### config.mk
export PLATFORM = sky130hd
export DESIGN_NAME = modbus_slave_register_responder_flat
export DESIGN_NICKNAME = d
export VERILOG_FILES = /design/src/rtl/core/msrr_pkg.sv /design/src/rtl/core/msrr_if.sv /design/src/rtl/core/modbus_slave_register_responder.sv /design/src/rtl/core/msrr_ram.sv /design/src/rtl/core/msrr_front.sv /design/src/rtl/core/msrr_cmd_q.sv /design/src/rtl/core/msrr_back.sv /design/src/flat_wrapper.sv
export SDC_FILE = /design/constraint.sdc
export NUM_CORES = 2
export LEC_CHECK = 0
export BUFFER_PORTS_ARGS = -buffer_cell sky130_fd_sc_hd__buf_2
export CORE_ASPECT_RATIO = 1.75
export CORE_UTILIZATION = 55
export CTS_CLUSTER_SIZE = 24
export DETAILED_ROUTE_END_ITERATION = 12
export PLACE_DENSITY = 0.78
export SYNTH_ARGS = -nofsm -noshare
export SYNTH_HDL_FRONTEND = slang
export SYNTH_HIERARCHICAL = 1
export SYNTH_SLANG_ARGS = --single-unit
### constraint.sdc
create_clock -name clk -period 4.4 [get_ports clk]
set_clock_uncertainty 0.1 [all_clocks]
set_input_delay 0.44 -clock clk [delete_from_list [all_inputs] [get_ports clk]]
set_output_delay 0.44 -clock clk [all_outputs]
set_load 0.05 [all_outputs]
### src/rtl/core/msrr_pkg.sv
`timescale 1ns / 1ps
// Shared types, codes and the CRC-16 byte step for the Modbus register responder.
// No dependencies; msrr_front, msrr_cmd_q, msrr_back and the top level import it.
package msrr_pkg;

  localparam int LEN_W = 9;   // frame length, up to 256 bytes held

  localparam logic [7:0] FC_READ  = 8'h03;
  localparam logic [7:0] FC_WRITE = 8'h10;
  localparam logic [7:0] EXC_FLAG = 8'h80;
  localparam logic [15:0] WR_MAX  = 16'd125;
  localparam logic [15:0] CRC_INIT = 16'hFFFF;
  localparam logic [15:0] CRC_POLY = 16'hA001;

  localparam logic [1:0] EXC_FUNC  = 2'd1;
  localparam logic [1:0] EXC_ADDR  = 2'd2;
  localparam logic [1:0] EXC_VALUE = 2'd3;

  localparam logic KIND_BYTE = 1'b0;
  localparam logic KIND_READ = 1'b1;

  typedef enum logic [1:0] {
    ACT_BYTE = 2'd0,
    ACT_LWR  = 2'd1,
    ACT_LRD  = 2'd2
  } action_t;

  typedef enum logic [1:0] {
    CMD_FRAME,
    CMD_LWR,
    CMD_LRD
  } cmd_op_t;

  typedef struct packed {
    cmd_op_t          op;
    logic             in_range;
    logic [5:0]       addr;
    logic [15:0]      value;
    logic [LEN_W-1:0] len;
  } cmd_t;

  typedef struct packed {
    logic clearing;
    logic frame_done;
  } back_status_t;

  typedef enum logic [1:0] {
    MODE_EXC,
    MODE_READ,
    MODE_ECHO
  } tx_mode_t;

  typedef enum logic [3:0] {
    ST_CLEAR,
    ST_IDLE,
    ST_HDR,
    ST_DECIDE,
    ST_WR_A,
    ST_WR_B,
    ST_WR_C,
    ST_TX_BODY,
    ST_FETCH,
    ST_FETCH_W,
    ST_CRC_LO,
    ST_CRC_HI,
    ST_DONE,
    ST_LRD_W,
    ST_LRD_O
  } back_state_t;

  // CRC-16 Modbus, one byte (eight reflected shift steps)
  function automatic logic [15:0] crc_byte(input logic [15:0] crc, input logic [7:0] data);
    logic [15:0] c;
    c = crc ^ {8'h00, data};
    for (int k = 0; k < 8; k++) begin
      c = c[0] ? ((c >> 1) ^ CRC_POLY) : (c >> 1);
    end
    return c;
  endfunction

endpackage

### src/rtl/core/msrr_if.sv
`timescale 1ns / 1ps
// Valid/ready channel interfaces for request items and result items.
// Depends on nothing but plain logic types.
interface msrr_in_if;
  logic        valid;
  logic        ready;
  logic [1:0]  action;
  logic [7:0]  rx_byte;
  logic        frame_end;
  logic [5:0]  local_address;
  logic [15:0] local_value;

  modport source (output valid, action, rx_byte, frame_end, local_address, local_value,
                  input ready);
  modport sink   (input valid, action, rx_byte, frame_end, local_address, local_value,
                  output ready);
endinterface

interface msrr_out_if;
  logic        valid;
  logic        ready;
  logic        kind;
  logic [7:0]  tx_byte;
  logic        last;
  logic [15:0] read_value;

  modport source (output valid, kind, tx_byte, last, read_value, input ready);
  modport sink   (input valid, kind, tx_byte, last, read_value, output ready);
endinterface

### src/rtl/core/modbus_slave_register_responder.sv
`timescale 1ns / 1ps
// Top level of the Modbus RTU holding-register responder.
// Depends on msrr_pkg, msrr_if, msrr_ram, msrr_front, msrr_cmd_q and msrr_back.
//
// Usage notes:
//  - in_ch carries one transfer per request byte (action 0, frame_end on the
//    final byte), per local register write (action 1) or local read (action 2).
//  - out_ch carries response bytes in line order (kind 0, last on the CRC high
//    byte) and local read data (kind 1, last set).
//  - cfg_wr_en/cfg_wr_data load readonly_index; write it only while idle.
//  - After reset the register file is zeroed by a clearing pass over all
//    NUM_REGS registers; in_ch.ready stays low until it completes.
//  - Request bytes and local writes are accepted whenever in_ch.ready is high.
//    A local read is queued, read from the register file, then registered out.
//  - At a frame end the back end reads the 6 header bytes (ST_HDR), decides
//    (ST_DECIDE), for a write steps ST_WR_A, ST_WR_B, ST_WR_C per register, and
//    sends one byte per cycle while out_ch takes it, plus a fetch per read word.
//    The input stays stalled from frame end until the response is done.
//  - A stalled receiver holds the output register; the sequencer waits on it
//    and, through the two-entry command queue, the front end backs up too.
module modbus_slave_register_responder import msrr_pkg::*; #(
  parameter int NUM_REGS    = 64,
  parameter int MAX_READ    = 16,
  parameter int FRAME_DEPTH = 256
) (
  input  logic       clk,
  input  logic       rst_n,
  msrr_in_if.sink    in_ch,
  msrr_out_if.source out_ch,
  input  logic       cfg_wr_en,
  input  logic [5:0] cfg_wr_data
);
  localparam int FA_W = $clog2(FRAME_DEPTH);

  logic [5:0]      readonly_index_r;
  back_status_t    status;
  logic            q_push, q_ready, q_pop, q_valid;
  cmd_t            push_cmd, head_cmd;
  logic            fs_we;
  logic [FA_W-1:0] fs_waddr, fs_raddr;
  logic [7:0]      fs_wdata, fs_rdata;

  // single configuration register
  always_ff @(posedge clk) begin
    if (!rst_n) begin
      readonly_index_r <= '0;
    end else if (cfg_wr_en) begin
      readonly_index_r <= cfg_wr_data;
    end
  end

  msrr_front #(.NUM_REGS(NUM_REGS), .FRAME_DEPTH(FRAME_DEPTH)) u_front (
    .clk      (clk),
    .rst_n    (rst_n),
    .in_ch    (in_ch),
    .status   (status),
    .q_ready  (q_ready),
    .q_push   (q_push),
    .q_cmd    (push_cmd),
    .fs_we    (fs_we),
    .fs_waddr (fs_waddr),
    .fs_wdata (fs_wdata)
  );

  // request frame store: written by the front end, read by the back end
  msrr_ram #(.WIDTH(8), .DEPTH(FRAME_DEPTH)) u_frame_store (
    .clk   (clk),
    .we    (fs_we),
    .waddr (fs_waddr),
    .wdata (fs_wdata),
    .raddr (fs_raddr),
    .rdata (fs_rdata)
  );

  msrr_cmd_q u_cmd_q (
    .clk      (clk),
    .rst_n    (rst_n),
    .push     (q_push),
    .push_cmd (push_cmd),
    .ready    (q_ready),
    .pop      (q_pop),
    .valid    (q_valid),
    .head     (head_cmd)
  );

  msrr_back #(.NUM_REGS(NUM_REGS), .MAX_READ(MAX_READ), .FRAME_DEPTH(FRAME_DEPTH)) u_back (
    .clk            (clk),
    .rst_n          (rst_n),
    .q_valid        (q_valid),
    .q_cmd          (head_cmd),
    .q_pop          (q_pop),
    .readonly_index (readonly_index_r),
    .fs_raddr       (fs_raddr),
    .fs_rdata       (fs_rdata),
    .status         (status),
    .out_ch         (out_ch)
  );
endmodule

### src/rtl/core/msrr_ram.sv
`timescale 1ns / 1ps
// Generic single-write, single-read RAM with registered read data.
// No dependencies.
module msrr_ram #(
  parameter int WIDTH = 8,
  parameter int DEPTH = 256
) (
  input  logic                     clk,
  input  logic                     we,
  input  logic [$clog2(DEPTH)-1:0] waddr,
  input  logic [WIDTH-1:0]         wdata,
  input  logic [$clog2(DEPTH)-1:0] raddr,
  output logic [WIDTH-1:0]         rdata
);
  logic [WIDTH-1:0] mem [DEPTH];

  always_ff @(posedge clk) begin
    if (we) begin
      mem[waddr] <= wdata;
    end
    rdata <= mem[raddr];
  end
endmodule

### src/rtl/core/msrr_front.sv
`timescale 1ns / 1ps
// Front end: accepts input transfers, stores request bytes, queues commands.
// Depends on msrr_pkg and msrr_in_if.
module msrr_front import msrr_pkg::*; #(
  parameter int NUM_REGS    = 64,
  parameter int FRAME_DEPTH = 256
) (
  input  logic                           clk,
  input  logic                           rst_n,
  msrr_in_if.sink                        in_ch,
  input  back_status_t                   status,
  input  logic                           q_ready,
  output logic                           q_push,
  output cmd_t                           q_cmd,
  output logic                           fs_we,
  output logic [$clog2(FRAME_DEPTH)-1:0] fs_waddr,
  output logic [7:0]                     fs_wdata
);
  localparam int FA_W = $clog2(FRAME_DEPTH);

  logic             busy_r, busy_nxt;
  logic [LEN_W-1:0] flen_r, flen_nxt;
  logic             accept, flen_full, in_range;
  logic [LEN_W-1:0] flen_inc;

  assign in_ch.ready = !busy_r && !status.clearing && q_ready;
  assign accept      = in_ch.valid && in_ch.ready;
  assign flen_full   = flen_r >= LEN_W'(FRAME_DEPTH);
  assign flen_inc    = flen_full ? flen_r : flen_r + LEN_W'(1);
  assign in_range    = 32'(in_ch.local_address) < 32'(NUM_REGS);

  assign fs_waddr = FA_W'(flen_r);
  assign fs_wdata = in_ch.rx_byte;

  always_comb begin
    fs_we    = 1'b0;
    q_push   = 1'b0;
    flen_nxt = flen_r;
    busy_nxt = busy_r && !status.frame_done;
    q_cmd.op       = CMD_FRAME;
    q_cmd.in_range = in_range;
    q_cmd.addr     = in_ch.local_address;
    q_cmd.value    = in_ch.local_value;
    q_cmd.len      = flen_inc;
    if (accept) begin
      case (in_ch.action)
        ACT_BYTE: begin
          fs_we = !flen_full;
          if (in_ch.frame_end) begin
            q_push   = 1'b1;
            flen_nxt = '0;
            busy_nxt = 1'b1;
          end else begin
            flen_nxt = flen_inc;
          end
        end
        ACT_LWR: begin
          q_push   = 1'b1;
          q_cmd.op = CMD_LWR;
        end
        ACT_LRD: begin
          q_push   = 1'b1;
          q_cmd.op = CMD_LRD;
        end
        default: ;
      endcase
    end
  end

  always_ff @(posedge clk) begin
    if (!rst_n) begin
      busy_r <= 1'b0;
      flen_r <= '0;
    end else begin
      busy_r <= busy_nxt;
      flen_r <= flen_nxt;
    end
  end
endmodule

### src/rtl/core/msrr_cmd_q.sv
`timescale 1ns / 1ps
// Two-entry command queue between front end and back end.
// Depends on msrr_pkg.
module msrr_cmd_q import msrr_pkg::*; (
  input  logic clk,
  input  logic rst_n,
  input  logic push,
  input  cmd_t push_cmd,
  output logic ready,
  input  logic pop,
  output logic valid,
  output cmd_t head
);
  cmd_t       ent_r [2];
  logic       wp_r, rp_r;
  logic [1:0] cnt_r;

  assign ready = cnt_r != 2'd2;
  assign valid = cnt_r != 2'd0;
  assign head  = ent_r[rp_r];

  always_ff @(posedge clk) begin
    if (push && ready) begin
      ent_r[wp_r] <= push_cmd;
    end
  end

  always_ff @(posedge clk) begin
    if (!rst_n) begin
      wp_r  <= 1'b0;
      rp_r  <= 1'b0;
      cnt_r <= '0;
    end else begin
      if (push && ready) wp_r <= !wp_r;
      if (pop && valid)  rp_r <= !rp_r;
      cnt_r <= cnt_r + 2'(push && ready) - 2'(pop && valid);
    end
  end
endmodule

### src/rtl/core/msrr_back.sv
`timescale 1ns / 1ps
// Back end: decodes stored frames, owns the register file, builds responses with CRC.
// Depends on msrr_pkg, msrr_out_if and msrr_ram.
module msrr_back import msrr_pkg::*; #(
  parameter int NUM_REGS    = 64,
  parameter int MAX_READ    = 16,
  parameter int FRAME_DEPTH = 256
) (
  input  logic                           clk,
  input  logic                           rst_n,
  input  logic                           q_valid,
  input  cmd_t                           q_cmd,
  output logic                           q_pop,
  input  logic [5:0]                     readonly_index,
  output logic [$clog2(FRAME_DEPTH)-1:0] fs_raddr,
  input  logic [7:0]                     fs_rdata,
  output back_status_t                   status,
  msrr_out_if.source                     out_ch
);
  localparam int FA_W  = $clog2(FRAME_DEPTH);
  localparam int RI_W  = $clog2(NUM_REGS);
  localparam int TXL_W = $clog2(3 + 2 * MAX_READ + 1);

  back_state_t      state_r, state_nxt;
  logic [RI_W-1:0]  rptr_r, rptr_nxt;
  logic [LEN_W-1:0] ptr_r, ptr_nxt;
  logic [LEN_W-1:0] len_r, len_nxt;
  logic [2:0]       hidx_r, hidx_nxt;
  logic [7:0]       hdr_r [6];
  logic [7:0]       hdr_nxt [6];
  logic [1:0]       code_r, code_nxt;
  tx_mode_t         mode_r, mode_nxt;
  logic [TXL_W-1:0] tx_idx_r, tx_idx_nxt;
  logic [TXL_W-1:0] tx_len_r, tx_len_nxt;
  logic [6:0]       wcnt_r, wcnt_nxt;
  logic [7:0]       hi_r, hi_nxt;
  logic [15:0]      word_r, word_nxt;
  logic [15:0]      crc_r, crc_nxt;
  logic             lrd_ok_r, lrd_ok_nxt;

  logic             ov_r, okind_r, olast_r;
  logic [7:0]       obyte_r;
  logic [15:0]      oval_r;

  logic             rf_we;
  logic [RI_W-1:0]  rf_waddr, rf_raddr;
  logic [15:0]      rf_wdata, rf_rdata;

  logic             emit_want, emit_fire, emit_kind, emit_last;
  logic [7:0]       emit_byte, body_byte;
  logic [15:0]      emit_value;

  logic [15:0]      first, count;
  logic [16:0]      lastidx;
  logic             addr_bad, ro_hit, rd_cnt_ok, wr_cnt_ok, wr_short;
  logic [TXL_W-1:0] tx_inc;

  msrr_ram #(.WIDTH(16), .DEPTH(NUM_REGS)) u_regfile (
    .clk   (clk),
    .we    (rf_we),
    .waddr (rf_waddr),
    .wdata (rf_wdata),
    .raddr (rf_raddr),
    .rdata (rf_rdata)
  );

  // header decode
  assign first     = {hdr_r[2], hdr_r[3]};
  assign count     = {hdr_r[4], hdr_r[5]};
  assign lastidx   = {1'b0, first} + {1'b0, count} - 17'd1;
  assign addr_bad  = lastidx >= 17'(NUM_REGS);
  assign ro_hit    = ({10'd0, readonly_index} >= first)
                  && ({11'd0, readonly_index} <= lastidx);
  assign rd_cnt_ok = (count != 16'd0) && (count <= 16'(MAX_READ));
  assign wr_cnt_ok = (count != 16'd0) && (count <= WR_MAX);
  assign wr_short  = {1'b0, len_r} < (10'd7 + (10'(count[7:0]) << 1));
  assign tx_inc    = tx_idx_r + TXL_W'(1);

  always_comb begin
    body_byte = 8'h00;
    case (mode_r)
      MODE_EXC: begin
        case (tx_idx_r)
          TXL_W'(0): body_byte = hdr_r[0];
          TXL_W'(1): body_byte = hdr_r[1] | EXC_FLAG;
          default:   body_byte = {6'd0, code_r};
        endcase
      end
      MODE_ECHO: body_byte = hdr_r[tx_idx_r[2:0]];
      MODE_READ: begin
        case (tx_idx_r)
          TXL_W'(0): body_byte = hdr_r[0];
          TXL_W'(1): body_byte = hdr_r[1];
          TXL_W'(2): body_byte = {count[6:0], 1'b0};
          default:   body_byte = tx_idx_r[0] ? word_r[15:8] : word_r[7:0];
        endcase
      end
      default: body_byte = 8'h00;
    endcase
  end

  // outputs of the sequencer
  always_comb begin
    q_pop             = 1'b0;
    fs_raddr          = FA_W'(ptr_r);
    rf_we             = 1'b0;
    rf_waddr          = rptr_r;
    rf_wdata          = 16'h0000;
    rf_raddr          = rptr_r;
    emit_want         = 1'b0;
    emit_kind         = KIND_BYTE;
    emit_byte         = 8'h00;
    emit_last         = 1'b0;
    emit_value        = 16'h0000;
    status.clearing   = state_r == ST_CLEAR;
    status.frame_done = 1'b0;
    case (state_r)
      ST_CLEAR: rf_we = 1'b1;
      ST_IDLE: begin
        if (q_valid) begin
          q_pop = 1'b1;
          case (q_cmd.op)
            CMD_LWR: begin
              rf_we    = q_cmd.in_range;
              rf_waddr = RI_W'(q_cmd.addr);
              rf_wdata = q_cmd.value;
            end
            CMD_LRD: rf_raddr = RI_W'(q_cmd.addr);
            default: ;
          endcase
        end
      end
      ST_HDR:  fs_raddr = FA_W'(hidx_r);
      ST_WR_B: fs_raddr = FA_W'(ptr_r + LEN_W'(1));
      ST_WR_C: begin
        rf_we    = 1'b1;
        rf_wdata = {hi_r, fs_rdata};
      end
      ST_TX_BODY: begin
        emit_want = 1'b1;
        emit_byte = body_byte;
      end
      ST_CRC_LO: begin
        emit_want = 1'b1;
        emit_byte = crc_r[7:0];
      end
      ST_CRC_HI: begin
        emit_want = 1'b1;
        emit_byte = crc_r[15:8];
        emit_last = 1'b1;
      end
      ST_DONE: status.frame_done = 1'b1;
      ST_LRD_O: begin
        emit_want  = 1'b1;
        emit_kind  = KIND_READ;
        emit_last  = 1'b1;
        emit_value = word_r;
      end
      default: ;
    endcase
  end

  assign emit_fire = emit_want && (!ov_r || out_ch.ready);

  // next state and working registers
  always_comb begin
    state_nxt  = state_r;
    rptr_nxt   = rptr_r;
    ptr_nxt    = ptr_r;
    len_nxt    = len_r;
    hidx_nxt   = hidx_r;
    hdr_nxt    = hdr_r;
    code_nxt   = code_r;
    mode_nxt   = mode_r;
    tx_idx_nxt = tx_idx_r;
    tx_len_nxt = tx_len_r;
    wcnt_nxt   = wcnt_r;
    hi_nxt     = hi_r;
    word_nxt   = word_r;
    crc_nxt    = crc_r;
    lrd_ok_nxt = lrd_ok_r;
    case (state_r)
      ST_CLEAR: begin
        rptr_nxt = rptr_r + RI_W'(1);
        if (rptr_r == RI_W'(NUM_REGS - 1)) state_nxt = ST_IDLE;
      end
      ST_IDLE: begin
        if (q_valid) begin
          case (q_cmd.op)
            CMD_FRAME: begin
              len_nxt   = q_cmd.len;
              hidx_nxt  = 3'd0;
              state_nxt = (q_cmd.len < LEN_W'(2)) ? ST_DONE : ST_HDR;
            end
            CMD_LRD: begin
              lrd_ok_nxt = q_cmd.in_range;
              state_nxt  = ST_LRD_W;
            end
            default: ;
          endcase
        end
      end
      ST_HDR: begin
        if (hidx_r != 3'd0) hdr_nxt[hidx_r - 3'd1] = fs_rdata;
        hidx_nxt = hidx_r + 3'd1;
        if (hidx_r == 3'd6) state_nxt = ST_DECIDE;
      end
      ST_DECIDE: begin
        crc_nxt    = CRC_INIT;
        tx_idx_nxt = '0;
        tx_len_nxt = TXL_W'(3);
        mode_nxt   = MODE_EXC;
        rptr_nxt   = RI_W'(first);
        ptr_nxt    = LEN_W'(7);
        wcnt_nxt   = count[6:0];
        state_nxt  = ST_TX_BODY;
        if (hdr_r[1] == FC_READ) begin
          if (len_r < LEN_W'(6)) begin
            state_nxt = ST_DONE;
          end else if (!rd_cnt_ok) begin
            code_nxt = EXC_VALUE;
          end else if (addr_bad) begin
            code_nxt = EXC_ADDR;
          end else begin
            mode_nxt   = MODE_READ;
            tx_len_nxt = TXL_W'(3) + (TXL_W'(count) << 1);
          end
        end else if (hdr_r[1] == FC_WRITE) begin
          if (len_r < LEN_W'(7)) begin
            state_nxt = ST_DONE;
          end else if (!wr_cnt_ok) begin
            code_nxt = EXC_VALUE;
          end else if (wr_short) begin
            state_nxt = ST_DONE;
          end else if (addr_bad) begin
            code_nxt = EXC_ADDR;
          end else if (ro_hit) begin
            code_nxt = EXC_FUNC;
          end else begin
            state_nxt = ST_WR_A;
          end
        end else begin
          code_nxt = EXC_FUNC;
        end
      end
      ST_WR_A: state_nxt = ST_WR_B;
      ST_WR_B: begin
        hi_nxt    = fs_rdata;
        state_nxt = ST_WR_C;
      end
      ST_WR_C: begin
        rptr_nxt = rptr_r + RI_W'(1);
        ptr_nxt  = ptr_r + LEN_W'(2);
        wcnt_nxt = wcnt_r - 7'd1;
        if (wcnt_r == 7'd1) begin
          mode_nxt   = MODE_ECHO;
          tx_len_nxt = TXL_W'(6);
          tx_idx_nxt = '0;
          state_nxt  = ST_TX_BODY;
        end else begin
          state_nxt = ST_WR_A;
        end
      end
      ST_TX_BODY: begin
        if (emit_fire) begin
          crc_nxt    = crc_byte(crc_r, body_byte);
          tx_idx_nxt = tx_inc;
          if (tx_inc == tx_len_r) begin
            state_nxt = ST_CRC_LO;
          end else if (mode_r == MODE_READ && tx_inc >= TXL_W'(3) && tx_inc[0]) begin
            state_nxt = ST_FETCH;
          end
        end
      end
      ST_FETCH: state_nxt = ST_FETCH_W;
      ST_FETCH_W: begin
        word_nxt  = rf_rdata;
        rptr_nxt  = rptr_r + RI_W'(1);
        state_nxt = ST_TX_BODY;
      end
      ST_CRC_LO: if (emit_fire) state_nxt = ST_CRC_HI;
      ST_CRC_HI: if (emit_fire) state_nxt = ST_DONE;
      ST_DONE:   state_nxt = ST_IDLE;
      ST_LRD_W: begin
        word_nxt  = lrd_ok_r ? rf_rdata : 16'h0000;
        state_nxt = ST_LRD_O;
      end
      ST_LRD_O:  if (emit_fire) state_nxt = ST_IDLE;
      default:   state_nxt = ST_IDLE;
    endcase
  end

  always_ff @(posedge clk) begin
    if (!rst_n) begin
      state_r <= ST_CLEAR;
      rptr_r  <= '0;
      ov_r    <= 1'b0;
    end else begin
      state_r <= state_nxt;
      rptr_r  <= rptr_nxt;
      if (emit_fire)         ov_r <= 1'b1;
      else if (out_ch.ready) ov_r <= 1'b0;
    end
  end

  always_ff @(posedge clk) begin
    ptr_r    <= ptr_nxt;
    len_r    <= len_nxt;
    hidx_r   <= hidx_nxt;
    hdr_r    <= hdr_nxt;
    code_r   <= code_nxt;
    mode_r   <= mode_nxt;
    tx_idx_r <= tx_idx_nxt;
    tx_len_r <= tx_len_nxt;
    wcnt_r   <= wcnt_nxt;
    hi_r     <= hi_nxt;
    word_r   <= word_nxt;
    crc_r    <= crc_nxt;
    lrd_ok_r <= lrd_ok_nxt;
    if (emit_fire) begin
      okind_r <= emit_kind;
      obyte_r <= emit_byte;
      olast_r <= emit_last;
      oval_r  <= emit_value;
    end
  end

  assign out_ch.valid      = ov_r;
  assign out_ch.kind       = okind_r;
  assign out_ch.tx_byte    = obyte_r;
  assign out_ch.last       = olast_r;
  assign out_ch.read_value = oval_r;

`ifndef SYNTHESIS
  a_read_data_shape: assert property (@(posedge clk) disable iff (!rst_n)
    (ov_r && okind_r == KIND_READ) |-> (olast_r && obyte_r == 8'h00))
    else $error("local read result malformed");

  a_clear_quiet: assert property (@(posedge clk) disable iff (!rst_n)
    (state_r == ST_CLEAR) |-> (!ov_r && !q_pop))
    else $error("activity during register clear");

  a_tx_bound: assert property (@(posedge clk) disable iff (!rst_n)
    (state_r == ST_TX_BODY) |-> (tx_idx_r < tx_len_r))
    else $error("response byte index overrun");

  a_done_idle: assert property (@(posedge clk) disable iff (!rst_n)
    (state_r == ST_DONE) |=> (state_r == ST_IDLE))
    else $error("frame completion not followed by idle");
`endif
endmodule

### src/flat_wrapper.sv
// flat-port wrapper written by rule: the top's interface ports become plain ports
module modbus_slave_register_responder_flat import msrr_pkg::*;
#(
  parameter int NUM_REGS    = 64,
  parameter int MAX_READ    = 16,
  parameter int FRAME_DEPTH = 256
)
  (clk, rst_n, cfg_wr_en, cfg_wr_data, in_ch_valid, in_ch_action, in_ch_rx_byte, in_ch_frame_end, in_ch_local_address, in_ch_local_value, in_ch_ready, out_ch_valid, out_ch_kind, out_ch_tx_byte, out_ch_last, out_ch_read_value, out_ch_ready);
  msrr_in_if in_ch_i ();
  msrr_out_if out_ch_i ();
  input  logic clk;
  input  logic rst_n;
  input  logic cfg_wr_en;
  input  logic [5:0] cfg_wr_data;
  input wire logic [$bits(in_ch_i.valid)-1:0] in_ch_valid;
  input wire logic [$bits(in_ch_i.action)-1:0] in_ch_action;
  input wire logic [$bits(in_ch_i.rx_byte)-1:0] in_ch_rx_byte;
  input wire logic [$bits(in_ch_i.frame_end)-1:0] in_ch_frame_end;
  input wire logic [$bits(in_ch_i.local_address)-1:0] in_ch_local_address;
  input wire logic [$bits(in_ch_i.local_value)-1:0] in_ch_local_value;
  output wire logic [$bits(in_ch_i.ready)-1:0] in_ch_ready;
  output wire logic [$bits(out_ch_i.valid)-1:0] out_ch_valid;
  output wire logic [$bits(out_ch_i.kind)-1:0] out_ch_kind;
  output wire logic [$bits(out_ch_i.tx_byte)-1:0] out_ch_tx_byte;
  output wire logic [$bits(out_ch_i.last)-1:0] out_ch_last;
  output wire logic [$bits(out_ch_i.read_value)-1:0] out_ch_read_value;
  input wire logic [$bits(out_ch_i.ready)-1:0] out_ch_ready;
  assign in_ch_i.valid = in_ch_valid;
  assign in_ch_i.action = in_ch_action;
  assign in_ch_i.rx_byte = in_ch_rx_byte;
  assign in_ch_i.frame_end = in_ch_frame_end;
  assign in_ch_i.local_address = in_ch_local_address;
  assign in_ch_i.local_value = in_ch_local_value;
  assign in_ch_ready = in_ch_i.ready;
  assign out_ch_valid = out_ch_i.valid;
  assign out_ch_kind = out_ch_i.kind;
  assign out_ch_tx_byte = out_ch_i.tx_byte;
  assign out_ch_last = out_ch_i.last;
  assign out_ch_read_value = out_ch_i.read_value;
  assign out_ch_i.ready = out_ch_ready;
  modbus_slave_register_responder #(.NUM_REGS(NUM_REGS), .MAX_READ(MAX_READ), .FRAME_DEPTH(FRAME_DEPTH)) u_core (.clk(clk), .rst_n(rst_n), .in_ch(in_ch_i), .out_ch(out_ch_i), .cfg_wr_en(cfg_wr_en), .cfg_wr_data(cfg_wr_data));
endmodule
==> flow_summary.toml <==
[outcome]
outcome = "finished with violations"
violations = "setup timing"

[setup_path]
required_ps = 5010
reg2reg_depth = 13
reg2reg_to = "u_core/u_frame_store/rdata[4]"
critPathLaunchType = "flop"
startpoint = "u_core/u_back/state_r[1]"
r2r_start = "u_core/u_back/state_r[1]"
endpoint_kind = "flop"
crit_arrival_ps = 5080
crit_chain = "nand2b_1, or3_1, clkinv_1, buf_4, nor2_4, buf_12, buf_4, buf_12, mux4_2, o211ai_1, nand3_1, nor4_1, nor4_1"
critPathMaxStageDelay_ps = 940
worstPathMaxFanout = 34
r2r_slack_ps = -70
worst_path_max_delay_cell = "nor4_1"
worst-setup-path-type = "flop to flop"

[global_routing]
overflow = 0
grtUsageTotal = 0.300
grt_max_degree = 149
grt_pass1_vias = 73207
antenna_found_initial = 14
grt_pass1_wl_mm = 524

[finish]
nets = 7450
fin_cells = 10811
drive_above_1_share = 0.242
area_growth_pct = 12.1

[logic_synthesis]
synthTopCellsByCount = "edfxtp_1, mux4_2, nor2_1"
netlist_area_um2 = 134000
synthMuxAreaShare = 0.139
synth_fa_ha_area_frac = 0.00723
synth.top_cells.by_area = "edfxtp_1, mux4_2, mux2i_1, nor2_1, a22oi_1"
synth_top_area_share = 0.738
yosysWarnings = 6
synthArstFlopShare = 0
synth-seq-cells = 3353
syn-num-nets = 6968
synth_most_common_cell = "edfxtp_1"
synth_edf_count = 3297
syn_avg_cell_area_um2 = 19.6
syn_inst = 6847
synth-main-ff-cell = "edfxtp_1"
synth_cell_types = 101
synthSimpleGateAreaFrac = 0.0385
synth_xor_area_frac = 0.00495
synth_seq_area_share = 0.746
synth_compound_area_frac = 0.0409
synth_top_family_by_area = "multiplexers"
synth.largest_area_cell = "edfxtp_1"

[drt]
wl_per_cell_um = 34.4
drc = 0
firstDrtPassIters = 9
antenna_left = 0
wl_mm = 372
drt-vias-per-instance = 6.68
first_iter_violations = 9261
num_vias = 72259

[sta]
report.final.slew_viol_count = 0
fin_ws_ps = -68.5
finalCriticalPeriod_ps = 4470
worst_slew_pin_slew_ps = 1410
fmax_ghz = 0.224
hold_violations = 0
layout_worst_path_cycle_share = 1.02
final-setup-viol-count = 2
relSlewSlack = 0.0552

[cts]
cts-root-buf = "clkbuf_16"
clk_pin_slew_ps = 70
clock_latency_ps = 870
cts_inserted_buffers = 282
htreeDepth = 5
clockBufferDepth = 4
cts_tree = "done"
clock_sinks = 3353

[power_and_ir_drop]
leakagePower_nw = 46.2
ir_worst_vdd_uv = 423
powerDensity_nw_per_um2 = 405

[placement]
place_congestion = 1.05
port_buffers = 71
placedCellCount = 10260
dp_slack_ps = -275
dp_hpwl_mm = 242

[floorplan]
die_w_um = 375
dieArea_um2 = 246000
start_util = 0.553
rows = 239
design.core.area_um2 = 243000
die_y_um = 656
ios = 72

[hold_path]
hp-start = "out_ch_ready"
whs_endpoint = "u_core/u_back/out_ch.valid"
hp-class = "input port to flop"
hold_depth = 3

[flow_run]
maxCapViolations = 0
## worst max-delay path by stage
stage | depth (start not counted) | slack [ps] | end
2_1_floorplan | 13 | 20 | u_core/u_back/u_regfile/mem[28][0]
3_3_place_gp | 13 | -390 | u_core/u_frame_store/rdata[4]
3_5_place_dp | 13 | -280 | u_core/u_frame_store/rdata[4]
4_1_cts | 14 | -20 | u_core/u_frame_store/rdata[3]
5_1_grt | 15 | -10 | u_core/u_frame_store/rdata[4]
6_report | 13 | -70 | u_core/u_frame_store/rdata[4]
## final cells by class
type	count	area (um^2)
multi-input combinational	2959	31300
clock buffer	343	7450
sequential	3353	100000
tap	3253	4070
antenna	25	62.6
clock inverter	145	1310
inverter	104	390
fill	15842	92000
timing repair buffer	629	5770
## metrics by stage
stage / TNS [ps] / cell area (um^2) / util / total power [W] / hold slack (ps)
2_1_floorplan: 0 / 134000 / - / 0.0364 / 356
3_3_place_gp: -1380 / 141000 / 0.582 / 0.0370 / 398
3_5_place_dp: -1240 / 141000 / 0.582 / 0.0370 / 406
4_1_cts: -21.8 / 150000 / 0.620 / 0.0610 / 5.17
5_1_grt: -12.1 / 150000 / 0.621 / 0.0621 / 0.548
6_report: -69.7 / 150000 / 0.621 / 0.0609 / 21.5
## layout by cell type (no fill, tap or decap), types with 61 or more instances in the layout
master     instances
a21oi_1          140
a22oi_1          209
buf_12            85
buf_2             63
buf_4            436
clkbuf_16        287
clkinv_1          61
edfxtp_1        3297
ha_1              76
inv_1            101
mux2i_1          243
mux4_2           679
nand2_1          149
nand3_1           88
nor2_1           423
nor2b_1           92
o21ai_0           64
## cell families (layout without fill, tap and decap cells)
| logic type | count (synthesis) | in the layout |
|---|---|---|
| AND/OR/NAND/NOR | 1055 | 1056 |
| other | 1 | 26 |
| multiplexers | 994 | 994 |
| flip-flops | 3353 | 3353 |
| XOR/XNOR | 65 | 65 |
| AO/OA/AOI/OAI | 766 | 766 |
| adder cells (fa/ha/maj) | 77 | 77 |
| buffers and inverters | 536 | 1221 |
## report_power, final
group / internal [W] / switching, W / total (W)
Clock: 0.0133 / 0.0112 / 0.0245
Sequential: 0.0349 / 0.0000668 / 0.0350
Combinational: 0.000465 / 0.000946 / 0.00141
## layer usage
layer  vias up  part of all wire  wire (um)  GRT usage
met3      1396             0.091      34000     0.0590
met5         -           0.00011         40          0
li1      29008                 -          -          -
met2      5075              0.51     189000      0.514
met1     36774              0.30     110000      0.320
met4         6              0.10      38900      0.253
## what timing repair did
| action | in CTS | in global routing |
|---|---|---|
| hold buffers | 35 | 0 |
| setup endpoints to repair | 8 | 12 |
| cloned | 0 | 1 |
| pin swaps | 0 | 2 |
| endpoints found under the hold margin | 55 | 0 |
| buffers inserted | 0 | 2 |
| gates resized for setup | 11 | 20 |
## state kept, by name (all words and copies together), names as in the netlist, 7 cells and up, named ones only
| signal | cells |
|---|---|
| u_core/u_back/count | 16 |
| u_core/u_back/crc_r | 16 |
| u_core/u_back/first | 16 |
| u_core/u_back/hdr_r | 16 |
| u_core/u_back/hi_r | 8 |
| u_core/u_back/len_r | 9 |
| u_core/u_back/out_ch.read_value | 16 |
| u_core/u_back/out_ch.tx_byte | 8 |
| u_core/u_back/ptr_r | 7 |
| u_core/u_back/u_regfile/mem | 1024 |
| u_core/u_back/u_regfile/rdata | 16 |
| u_core/u_back/wcnt_r | 7 |
| u_core/u_back/word_r | 16 |
| u_core/u_cmd_q/ent_r | 68 |
| u_core/u_frame_store/mem | 2048 |
| u_core/u_frame_store/rdata | 8 |
| u_core/u_front/flen_r | 9 |
## worst max-delay path, delay by kind of cell, from the launching register on
kind | cells | cell delay [ps]
flip-flops | 1 | 330
AO/OA/AOI/OAI | 1 | 320
buffers and inverters | 5 | 1210
AND/OR/NAND/NOR | 6 | 1680
multiplexers | 1 | 580
No activity file was read; power rests on OpenSTA's default activity.
